$ cat src/rtl/pst_pkg.sv
package pst_pkg;

    localparam int unsigned RING_FRAMES = 16384;
    localparam int unsigned FILL_SAT_W  = 17;

    localparam int unsigned SEQ_W    = 32;
    localparam int unsigned GAP_W    = 31;
    localparam int unsigned FRAMES_W = 13;
    localparam int unsigned LEVEL_W  = 15;
    localparam int unsigned COUNT_W  = 16;
    localparam int unsigned DRIFT_CNT_W = 3;

    localparam int unsigned CFG_IDX_W  = 2;
    localparam int unsigned CFG_DATA_W = 15;

    localparam logic [SEQ_W-1:0]       HALF_SPACE     = 32'h8000_0000;
    localparam logic [DRIFT_CNT_W-1:0] DRIFT_PERIOD   = 3'd5;
    localparam logic [1:0]             DRIFT_HEADROOM = 2'd3;

    localparam logic [FRAMES_W-1:0] PERIOD_RESET = 13'd128;
    localparam logic [LEVEL_W-1:0]  JITTER_RESET = 15'd256;
    localparam logic [FRAMES_W-1:0] CAP_RESET    = 13'd256;

    typedef enum logic [CFG_IDX_W-1:0] {
        CFG_PERIOD_FRAMES = 2'd0,
        CFG_JITTER_TARGET = 2'd1,
        CFG_FILL_CAP      = 2'd2,
        CFG_DRIFT_ENABLE  = 2'd3
    } t_cfg_idx;

    typedef enum logic [2:0] {
        VERDICT_ACCEPTED = 3'd0,
        VERDICT_DUPLICATE = 3'd1,
        VERDICT_REORDERED = 3'd2,
        VERDICT_LOST_SLOT = 3'd3,
        VERDICT_UNPACK_EMPTY = 3'd4
    } t_verdict;

    typedef enum logic [1:0] {
        DRIFT_NONE   = 2'd0,
        DRIFT_DROP   = 2'd1,
        DRIFT_REPEAT = 2'd2
    } t_drift;

    typedef struct packed {
        logic [FRAMES_W-1:0] period_frames;
        logic [LEVEL_W-1:0]  jitter_target;
        logic [FRAMES_W-1:0] fill_cap;
        logic                drift_enable;
    } t_cfg;

    typedef struct packed {
        logic [SEQ_W-1:0]    seq_number;
        logic [COUNT_W-1:0]  sample_count;
        logic                payload_present;
        logic [FRAMES_W-1:0] unpacked_frames;
        logic [LEVEL_W-1:0]  fill_level;
    } t_item;

    typedef struct packed {
        logic [SEQ_W-1:0]       last_seq;
        logic                   last_valid;
        logic [DRIFT_CNT_W-1:0] drift_count;
    } t_track;

    typedef struct packed {
        t_verdict            verdict;
        logic                restart;
        logic [GAP_W-1:0]    gap_packets;
        logic [FRAMES_W-1:0] conceal_frames;
        logic [FRAMES_W-1:0] write_frames;
        t_drift              drift_action;
    } t_result;

endpackage

$ cat src/rtl/pst_classify.sv
module pst_classify #(
    parameter int unsigned RING_FRAMES = pst_pkg::RING_FRAMES
) (
    input  pst_pkg::t_cfg    i_cfg,
    input  pst_pkg::t_item   i_item,
    input  pst_pkg::t_track  i_track,
    output pst_pkg::t_result o_result,
    output pst_pkg::t_track  o_track
);
    import pst_pkg::*;

    logic [SEQ_W-1:0]       delta;
    logic                   restart;
    logic                   eff_valid;
    logic                   is_dup;
    logic                   is_reord;
    logic [GAP_W-1:0]       gap;
    logic [COUNT_W-1:0]     len_raw;
    logic [FRAMES_W-1:0]    slot_len;
    logic [FRAMES_W-1:0]    wr_len;
    logic [FILL_SAT_W-1:0]  fill_sat;
    logic [FILL_SAT_W-1:0]  drop_thr;
    logic [DRIFT_CNT_W-1:0] cnt_inc;
    t_drift                 drift_pick;

    assign delta     = i_item.seq_number - i_track.last_seq;
    assign restart   = i_track.last_valid && (delta > HALF_SPACE);
    assign eff_valid = i_track.last_valid && !restart;
    assign is_dup    = eff_valid && (delta == '0);
    assign is_reord  = eff_valid && delta[SEQ_W-1];

    assign gap = (eff_valid && (delta >= SEQ_W'(2))) ? GAP_W'(delta - SEQ_W'(1)) : '0;

    assign len_raw  = (i_item.sample_count != '0) ? i_item.sample_count
                                                  : COUNT_W'(i_cfg.period_frames);
    assign slot_len = (len_raw > COUNT_W'(i_cfg.fill_cap)) ? i_cfg.fill_cap
                                                          : len_raw[FRAMES_W-1:0];
    assign wr_len   = (i_item.unpacked_frames > i_cfg.fill_cap) ? i_cfg.fill_cap
                                                                : i_item.unpacked_frames;

    assign fill_sat = (FILL_SAT_W'(i_item.fill_level) > FILL_SAT_W'(RING_FRAMES))
                      ? FILL_SAT_W'(RING_FRAMES) : FILL_SAT_W'(i_item.fill_level);
    assign drop_thr = FILL_SAT_W'(i_cfg.jitter_target)
                      + FILL_SAT_W'(i_cfg.period_frames) * FILL_SAT_W'(DRIFT_HEADROOM);
    assign cnt_inc  = i_track.drift_count + DRIFT_CNT_W'(1);

    always_comb begin
        if (fill_sat > drop_thr) begin
            drift_pick = DRIFT_DROP;
        end else if ((fill_sat != '0) && (fill_sat < FILL_SAT_W'(i_cfg.period_frames))
                     && (i_cfg.fill_cap != '0)) begin
            drift_pick = DRIFT_REPEAT;
        end else begin
            drift_pick = DRIFT_NONE;
        end
    end

    always_comb begin
        o_result.verdict        = VERDICT_ACCEPTED;
        o_result.restart        = restart;
        o_result.gap_packets    = '0;
        o_result.conceal_frames = '0;
        o_result.write_frames   = '0;
        o_result.drift_action   = DRIFT_NONE;
        o_track.last_seq        = restart ? '0 : i_track.last_seq;
        o_track.last_valid      = eff_valid;
        o_track.drift_count     = i_track.drift_count;
        if (is_dup) begin
            o_result.verdict = VERDICT_DUPLICATE;
        end else if (is_reord) begin
            o_result.verdict = VERDICT_REORDERED;
        end else begin
            o_result.gap_packets = gap;
            if (gap != '0) begin
                o_result.conceal_frames = slot_len;
            end
            o_track.last_seq   = i_item.seq_number;
            o_track.last_valid = 1'b1;
            if (!i_item.payload_present) begin
                o_result.verdict        = VERDICT_LOST_SLOT;
                o_result.conceal_frames = slot_len;
            end else if (wr_len == '0) begin
                o_result.verdict = VERDICT_UNPACK_EMPTY;
            end else begin
                o_result.write_frames = wr_len;
                if (i_cfg.drift_enable) begin
                    if (cnt_inc >= DRIFT_PERIOD) begin
                        o_track.drift_count   = '0;
                        o_result.drift_action = drift_pick;
                    end else begin
                        o_track.drift_count = cnt_inc;
                    end
                end
            end
        end
    end

endmodule

$ cat src/rtl/packet_sequence_tracker.sv
// Sequence tracker for received audio packets. Each transfer on the input
// channel carries one packet header and yields exactly one result transfer:
// verdict, restart flag, gap to conceal, concealed slot length, write length
// and drift action. A packet is accepted every cycle while o_stall is low;
// its result is registered in the output register or, while that is held, in
// the skid register. This two-entry output stage (output register plus skid
// register) lets the input keep moving while a result waits, so o_stall rises
// only when both entries are full. Classification and tracking-state update
// for one header is a single combinational compare-and-update. Configuration
// writes are always ready and must be made while no result is outstanding.
module packet_sequence_tracker #(
    parameter int unsigned RING_FRAMES = pst_pkg::RING_FRAMES
) (
    input  logic                            i_clk,
    input  logic                            i_rst_n,

    input  logic                            i_cfg_valid,
    output logic                            o_cfg_ready,
    input  logic [pst_pkg::CFG_IDX_W-1:0]   i_cfg_index,
    input  logic [pst_pkg::CFG_DATA_W-1:0]  i_cfg_data,

    input  logic                            i_valid,
    output logic                            o_stall,
    input  logic [pst_pkg::SEQ_W-1:0]       i_seq_number,
    input  logic [pst_pkg::COUNT_W-1:0]     i_sample_count,
    input  logic                            i_payload_present,
    input  logic [pst_pkg::FRAMES_W-1:0]    i_unpacked_frames,
    input  logic [pst_pkg::LEVEL_W-1:0]     i_fill_level,

    output logic                            o_valid,
    input  logic                            i_stall,
    output logic [2:0]                      o_verdict,
    output logic                            o_restart,
    output logic [pst_pkg::GAP_W-1:0]       o_gap_packets,
    output logic [pst_pkg::FRAMES_W-1:0]    o_conceal_frames,
    output logic [pst_pkg::FRAMES_W-1:0]    o_write_frames,
    output logic [1:0]                      o_drift_action
);
    import pst_pkg::*;

    t_cfg    r_cfg;
    t_track  r_track;
    t_track  n_track;
    t_item   item;
    t_result result;
    t_result r_out;
    t_result r_skid;
    logic    r_out_valid;
    logic    r_skid_valid;
    logic    in_fire;
    logic    out_free;
    logic    cfg_fire;

    assign o_cfg_ready = 1'b1;
    assign cfg_fire    = i_cfg_valid && o_cfg_ready;

    always_ff @(posedge i_clk) begin
        if (!i_rst_n) begin
            r_cfg.period_frames <= PERIOD_RESET;
            r_cfg.jitter_target <= JITTER_RESET;
            r_cfg.fill_cap      <= CAP_RESET;
            r_cfg.drift_enable  <= 1'b0;
        end else if (cfg_fire) begin
            case (t_cfg_idx'(i_cfg_index))
                CFG_PERIOD_FRAMES: r_cfg.period_frames <= i_cfg_data[FRAMES_W-1:0];
                CFG_JITTER_TARGET: r_cfg.jitter_target <= i_cfg_data[LEVEL_W-1:0];
                CFG_FILL_CAP:      r_cfg.fill_cap      <= i_cfg_data[FRAMES_W-1:0];
                CFG_DRIFT_ENABLE:  r_cfg.drift_enable  <= i_cfg_data[0];
                default: begin
                end
            endcase
        end
    end

    assign item.seq_number      = i_seq_number;
    assign item.sample_count    = i_sample_count;
    assign item.payload_present = i_payload_present;
    assign item.unpacked_frames = i_unpacked_frames;
    assign item.fill_level      = i_fill_level;

    pst_classify #(
        .RING_FRAMES (RING_FRAMES)
    ) u_classify (
        .i_cfg    (r_cfg),
        .i_item   (item),
        .i_track  (r_track),
        .o_result (result),
        .o_track  (n_track)
    );

    assign o_stall  = r_skid_valid;
    assign in_fire  = i_valid && !r_skid_valid;
    assign out_free = !r_out_valid || !i_stall;

    always_ff @(posedge i_clk) begin
        if (!i_rst_n) begin
            r_track <= '0;
        end else if (in_fire) begin
            r_track <= n_track;
        end
    end

    always_ff @(posedge i_clk) begin
        if (!i_rst_n) begin
            r_out_valid  <= 1'b0;
            r_skid_valid <= 1'b0;
        end else if (out_free) begin
            if (r_skid_valid) begin
                r_out_valid  <= 1'b1;
                r_skid_valid <= 1'b0;
            end else begin
                r_out_valid <= in_fire;
            end
        end else if (in_fire) begin
            r_skid_valid <= 1'b1;
        end
    end

    always_ff @(posedge i_clk) begin
        if (out_free) begin
            if (r_skid_valid) begin
                r_out <= r_skid;
            end else if (in_fire) begin
                r_out <= result;
            end
        end else if (in_fire) begin
            r_skid <= result;
        end
    end

    assign o_valid          = r_out_valid;
    assign o_verdict        = r_out.verdict;
    assign o_restart        = r_out.restart;
    assign o_gap_packets    = r_out.gap_packets;
    assign o_conceal_frames = r_out.conceal_frames;
    assign o_write_frames   = r_out.write_frames;
    assign o_drift_action   = r_out.drift_action;

endmodule

$ cat config.mk
export PLATFORM = sky130hd
export DESIGN_NAME = packet_sequence_tracker
export DESIGN_NICKNAME = d
export VERILOG_FILES = /design/src/rtl/pst_pkg.sv /design/src/rtl/pst_classify.sv /design/src/rtl/packet_sequence_tracker.sv
export SDC_FILE = /design/constraint.sdc
export NUM_CORES = 1
export LEC_CHECK = 0
export ABC_AREA = 1
export BUFFER_PORTS_ARGS = -buffer_cell sky130_fd_sc_hd__buf_4
export CORE_MARGIN = 4
export CORE_UTILIZATION = 30
export CTS_CLUSTER_DIAMETER = 60
export DETAILED_ROUTE_END_ITERATION = 6
export PLACE_DENSITY_LB_ADDON = 0.12
export SLEW_MARGIN = 10
export SYNTH_ARGS = -nofsm -noshare
export SYNTH_HDL_FRONTEND = slang
export SYNTH_SLANG_ARGS = --single-unit
$ cat constraint.sdc
create_clock -name i_clk -period 8.21 [get_ports i_clk]
set_input_delay 1.642 -clock i_clk [delete_from_list [all_inputs] [get_ports i_clk]]
set_output_delay 1.642 -clock i_clk [all_outputs]
set_load 0.01 [all_outputs]
# Word level (Yosys, flattened, before mapping)
# Index checks and enable logic that the tools add are counted.
# Widths: inputs -> output; s select.
# totals
reg_bits	206
out_inout_bits	66
elab_cells	100
# classes
n_addsub	4
multipliers	1
order_cmp	8
n_eq_ne	3
muxes	29
bitwise	5
reduce_logical	29
# op_table
op	count
$mux 63	2
$mux 59	2
$mux 36	2
$mux 13	4
$mux 15	3
$ge 32x2->1 const B	1
$gt 32x32->1 const B	1
$logic_not 32->1	1
$mux 32	1
$sub 32x32->32	1
$mux 31	1
$reduce_bool 31->1	1
$sub 31x1->31 const B	1
$mux 3	8
$gt 17x17->1	1
$lt 17x13->1	1
$reduce_bool 17->1	1
$add 15x15->16	1
$gt 16x13->1	1
$mux 16	1
$reduce_bool 16->1	1
$gt 15x15->1 const B	1
$mul 13x2->15 const B	1
$gt 13x13->1	1
17 further kinds	40

# Longest topological paths before layout
# logic_depth
depth_word	15
depth_mapped	29
mapped_depth_nobuf	27

# Cells and area by module
# From an unflattened synthesis, not the netlist that was laid out.
# hier_totals
hier_cells	2229
area_unflattened_um2	15222.1
# modules_own_cells
module	n_inst	cells_per_inst	area_per_inst_um2	seq_area_each_um2
packet_sequence_tracker	1	765	7642.3	5385.2
pst_classify	1	1464	7579.8	0.0

# Least setup slack after synthesis
# Ideal clock, no wire load.
# synth_path
path_type	input-to-reg
start	input port i_valid
end	register r_out (netlist bit o_conceal_frames[0]) (enable)
t_arrival_ns	4.776
t_required_ns	7.705
path_slack_ns	2.930
stages	2
n_path_buf	0
cell_sequence	nor2_1 -> a21oi_1
# synth_between
elab_chain_len	3
# synth_rtl
item	line_no	text
from (decl)	packet_sequence_tracker.sv:22	input logic i_valid,
$logic_and 1x1->1	packet_sequence_tracker.sv:92	assign in_fire = i_valid && !r_skid_valid;
$reduce_bool 2->1 (no line)	n/a	
$reduce_and 2->1 (no line)	n/a	
to (signal assigned)	packet_sequence_tracker.sv:122	r_out <= r_skid;
to (signal assigned)	packet_sequence_tracker.sv:124	r_out <= result;
to (decl)	packet_sequence_tracker.sv:46	t_result r_out;
# No other way between the ends.
# A chain may end at the register's enable or synchronous reset.

# Final worst setup path
# layout_path
start	input port i_sample_count[15] in the netlist's numbering
end	register r_out (netlist bit o_conceal_frames[4]), data pin
# layout_between
elab_chain_len	10
# layout_rtl
item	line_no	text
from (decl)	packet_sequence_tracker.sv:25	input logic [pst_pkg::COUNT_W-1:0] i_sample_count,
$reduce_bool 16->1	pst_classify.sv:34	assign len_raw = (i_item.sample_count != '0) ? i_item.sample_count
$mux 16 (*)	pst_classify.sv:34	
$gt 16x13->1	pst_classify.sv:36	assign slot_len = (len_raw > COUNT_W'(i_cfg.fill_cap)) ? i_cfg.fill_cap
$mux 13 (*)	pst_classify.sv:36	
$mux 13	pst_classify.sv:74	if (gap != '0) begin
$mux 13 (*)	pst_classify.sv:79	if (!i_item.payload_present) begin
$mux 59 (*)	pst_classify.sv:70	end else if (is_reord) begin
$mux 59 (*)	pst_classify.sv:68	if (is_dup) begin
$mux 63 (*)	packet_sequence_tracker.sv:123	end else if (in_fire) begin
$mux 63 (*)	packet_sequence_tracker.sv:121	if (r_skid_valid) begin
# Mark *: on every way between the ends. The rest lies on a longest branch, timed or not. The select of a mux whose other input is x is not followed.

==> flow_summary_export.csv <==
group,metric,value,unit
die,fp.dieH,235,um
placement,gp_congestion,0.870,
power,peakVddDrop,0.000149,V
worst_setup_path,reg2reg_to,"o_drift_action[0]",
logic_synthesis,synth_top_area_cell,"edfxtp_1",
clock_network,cts_inserted_buffers,28,
final_layout,fin_nets,2558,
clock_network,cts_sinks,206,
placement,post-place-ws,2.44,ns
die,die_width,235,um
timing,clock_skew,0.0102,ns
die,start_util,0.306,
worst_setup_path,crit_type,"input pin to flop",
clock_network,path_clk_slew,0.06,ns
worst_setup_path,crit_start,"i_sample_count[15]",
timing,rsz0062_at_grt,"false",
worst_setup_path,regToRegStartpoint,"r_cfg[29]",
logic_synthesis,yosys.cell_count.top_type,"nand2_1",
placement,portBuffers,163,
die,die_area,0.0552,sq mm
route,drc,0,
route,detail_route.iter0.violations,1006,
worst_setup_path,worst_ep_required_time,8.54,ns
final_layout,syn_to_final_growth,18.2,%
logic_synthesis,synth_common_cells,"nand2_1 (617), inv_1 (334), nor2_1 (197)",
power,power_leakage,8.65,nW
worst_setup_path,crit_arrival,5.49,ns
timing,slew_violations,0,
logic_synthesis,synth.area.top_cells,"edfxtp_1 (24%), nand2_1 (15%), dfxtp_1 (10%)",
clock_network,cts-hold-fix-buffers,0,
worst_setup_path,cp_max_fo,26,
worst_setup_path,cp-start-kind,"input pin",
clock_network,clk_latency,0.58,ns
clock_network,clk_path_buf_depth,3,
logic_synthesis,synth.avg_cell_area,7.03,sq um
clock_network,cts_tree,"built",
worst_setup_path,crit_path_end,"o_conceal_frames[4]",
logic_synthesis,netlist_area,0.0155,sq mm
run,max-cap-violations,0,
logic_synthesis,synth_nets,2415,
logic_synthesis,ys_types,52,
logic_synthesis,yosys.area.top_type_share,0.245,
clock_network,root_buffer,"clkbuf_16",
final_layout,final_core_util,0.361,
final_layout,insertedDiodeCount,0,
timing,maxSlewHeadroom,0.300,
timing,setup_viol,0,
timing,hold_viol_final,0,
die,core-area,0.0506,sq mm
placement,hpwl,39800,um
worst_setup_path,reg2regPathDepth,25,
clock_network,cts_setup_buffers,0,
timing,finalCriticalPeriod,5.16,ns
global_route,grt_pass1_vias,13500,
timing,setup_slack,3.05,ns
logic_synthesis,syn_inst,2198,
route,vias,14200,
timing,tightest_slew,1.04,ns
route,routed_via_density,4.69,
logic_synthesis,ys.flop_type,"edfxtp_1",
timing,fin_crit_sh,0.629,
die,placementRows,82,
worst_setup_path,rrSetupSlack,3.64,ns
logic_synthesis,ys_seq_area_frac,0.348,
timing,fmax,194,MHz
global_route,overflow,0,
global_route,grt_max_degree,77,
clock_network,htree_levels,1,
power,pwr_density_cell,189,mW/mm^2
logic_synthesis,yosys_warnings,0,
clock_network,cts_resized,0,
logic_synthesis,synth-seq-cells,206,
min_path,holdCritPathClass,"flop to flop",
route,postRouteAntennaNets,0,
route,routedWlPerCell,16.3,um
run_status,status,"finished, final reports clean",
global_route,grt_pass1_wl,77200,um
global_route,grtUsageTotal,0.172,
die,ios,165,
final_layout,drive_gt1_frac,0.148,
timing,finalSetupTns,0,ns
timing,holdWs,0.474,ns
route,drt_wl_total,49500,um
logic_synthesis,async_flop_share,0,
global_route,antenna_found_initial,0,
worst_setup_path,cp-end-kind,"flop",
route,firstDrtPassIters,5,
logic_synthesis,synth_edf_count,126,
[power by group]
| group | switching [mW] | internal [mW] |
|---|---|---|
| logic | 0.689 | 0.335 |
| clock network | 0.516 | 0.709 |
| registers | 0.0343 | 1.18 |
| total | 1.24 | 2.22 |
[worst min path at each step]
| stage | startpoint | endpoint | cells past startpoint |
|---|---|---|---|
| 3_5_place_dp | r_track[2] | r_track[2] | 2 |
| 4_1_cts | r_track[2] | r_track[2] | 2 |
| 5_1_grt | r_track[2] | r_track[2] | 2 |
| 6_report | r_track[2] | r_track[2] | 2 |
| 3_3_place_gp | r_track[2] | r_track[2] | 2 |
| 2_1_floorplan | r_cfg[0] | r_cfg[0] | 2 |
[cell usage in the layout, fill, tap and decap left out, types with 6 or more instances in the layout]
cell,Yosys,routed
nand4_1,40,40
inv_2,10,10
fa_1,14,14
o21ai_0,140,140
a21oi_1,121,120
edfxtp_1,126,126
ha_1,104,104
clkbuf_16,0,28
o21ai_1,24,24
nor3_1,26,25
nand2_1,617,617
and2_1,6,6
nor2_2,31,31
nor2_1,197,194
nor3_2,11,12
dfxtp_1,80,79
inv_1,334,333
nor4_1,9,9
nand3_1,119,119
xor2_1,22,22
buf_4,4,173
nand2_2,42,42
nor2_4,13,16
[critical path: stages]
cell,delay [ns]
buf_4,0.10
or2_2,0.30
nor4_1,0.24
nand4_1,0.17
nor2_1,0.57
nand2_1,0.18
nand2_1,0.11
ha_1,0.22
inv_1,0.09
nor2_1,0.05
nor2_1,0.09
nor2_1,0.05
a211oi_1,0.24
o211ai_1,0.14
a21oi_1,0.14
nor2_1,0.05
nor2_1,0.08
a21oi_1,0.08
nor3_2,0.12
buf_4,0.28
nand3_1,0.11
o21ai_0,0.12
nor2_1,0.13
nand3_1,0.12
nand2_1,0.06
[metrics by stage]
step / std cells / power (mW) / cell area (sq um)
after global routing: 3035 / 3.69 / 18300
final: 3035 / 3.46 / 18300
after detailed placement: 2983 / 2.26 / 17300
after CTS: 3035 / 3.51 / 18300
after floorplan: 2198 / 1.93 / 15500
after global placement: 2983 / 2.26 / 17300
[cells by family after synthesis]
group,after synthesis,share of synthesized area
compound gates,310,0.106
xor+xnor,26,0.0147
fa+ha+maj,118,0.102
simple gates,1130,0.325
buf+inv,407,0.104
flops,206,0.348
other cells,1,0.000243
[layout make-up]
class                      instances  area [sq um]
inverter                         347          1310
sequential                       206          5390
timing repair buffer             173          1300
clock buffer                      36           772
fill                            5436         32300
tap                              672           841
multi-input combinational       1585          8510
clock inverter                    16           161
[sequential cells by signal, summed over array words and instances (netlist names)]
register,cells
o_gap_packets,31
o_stall,1
r_cfg,42
o_conceal_frames,13
o_verdict,3
r_track,36
o_restart,1
o_drift_action,2
o_valid,1
o_write_frames,13
r_skid,63
[layer usage]
metal / share of wire / up-vias / global-route usage
li1: - / 7384 / -
met1: 0.51 / 6523 / 0.257
met2: 0.43 / 274 / 0.266
met3: 0.041 / 47 / 0.0199
met4: 0.020 / 0 / 0.0406
met5: 0 / - / 0
No activity file was read; power rests on OpenSTA's default activity.
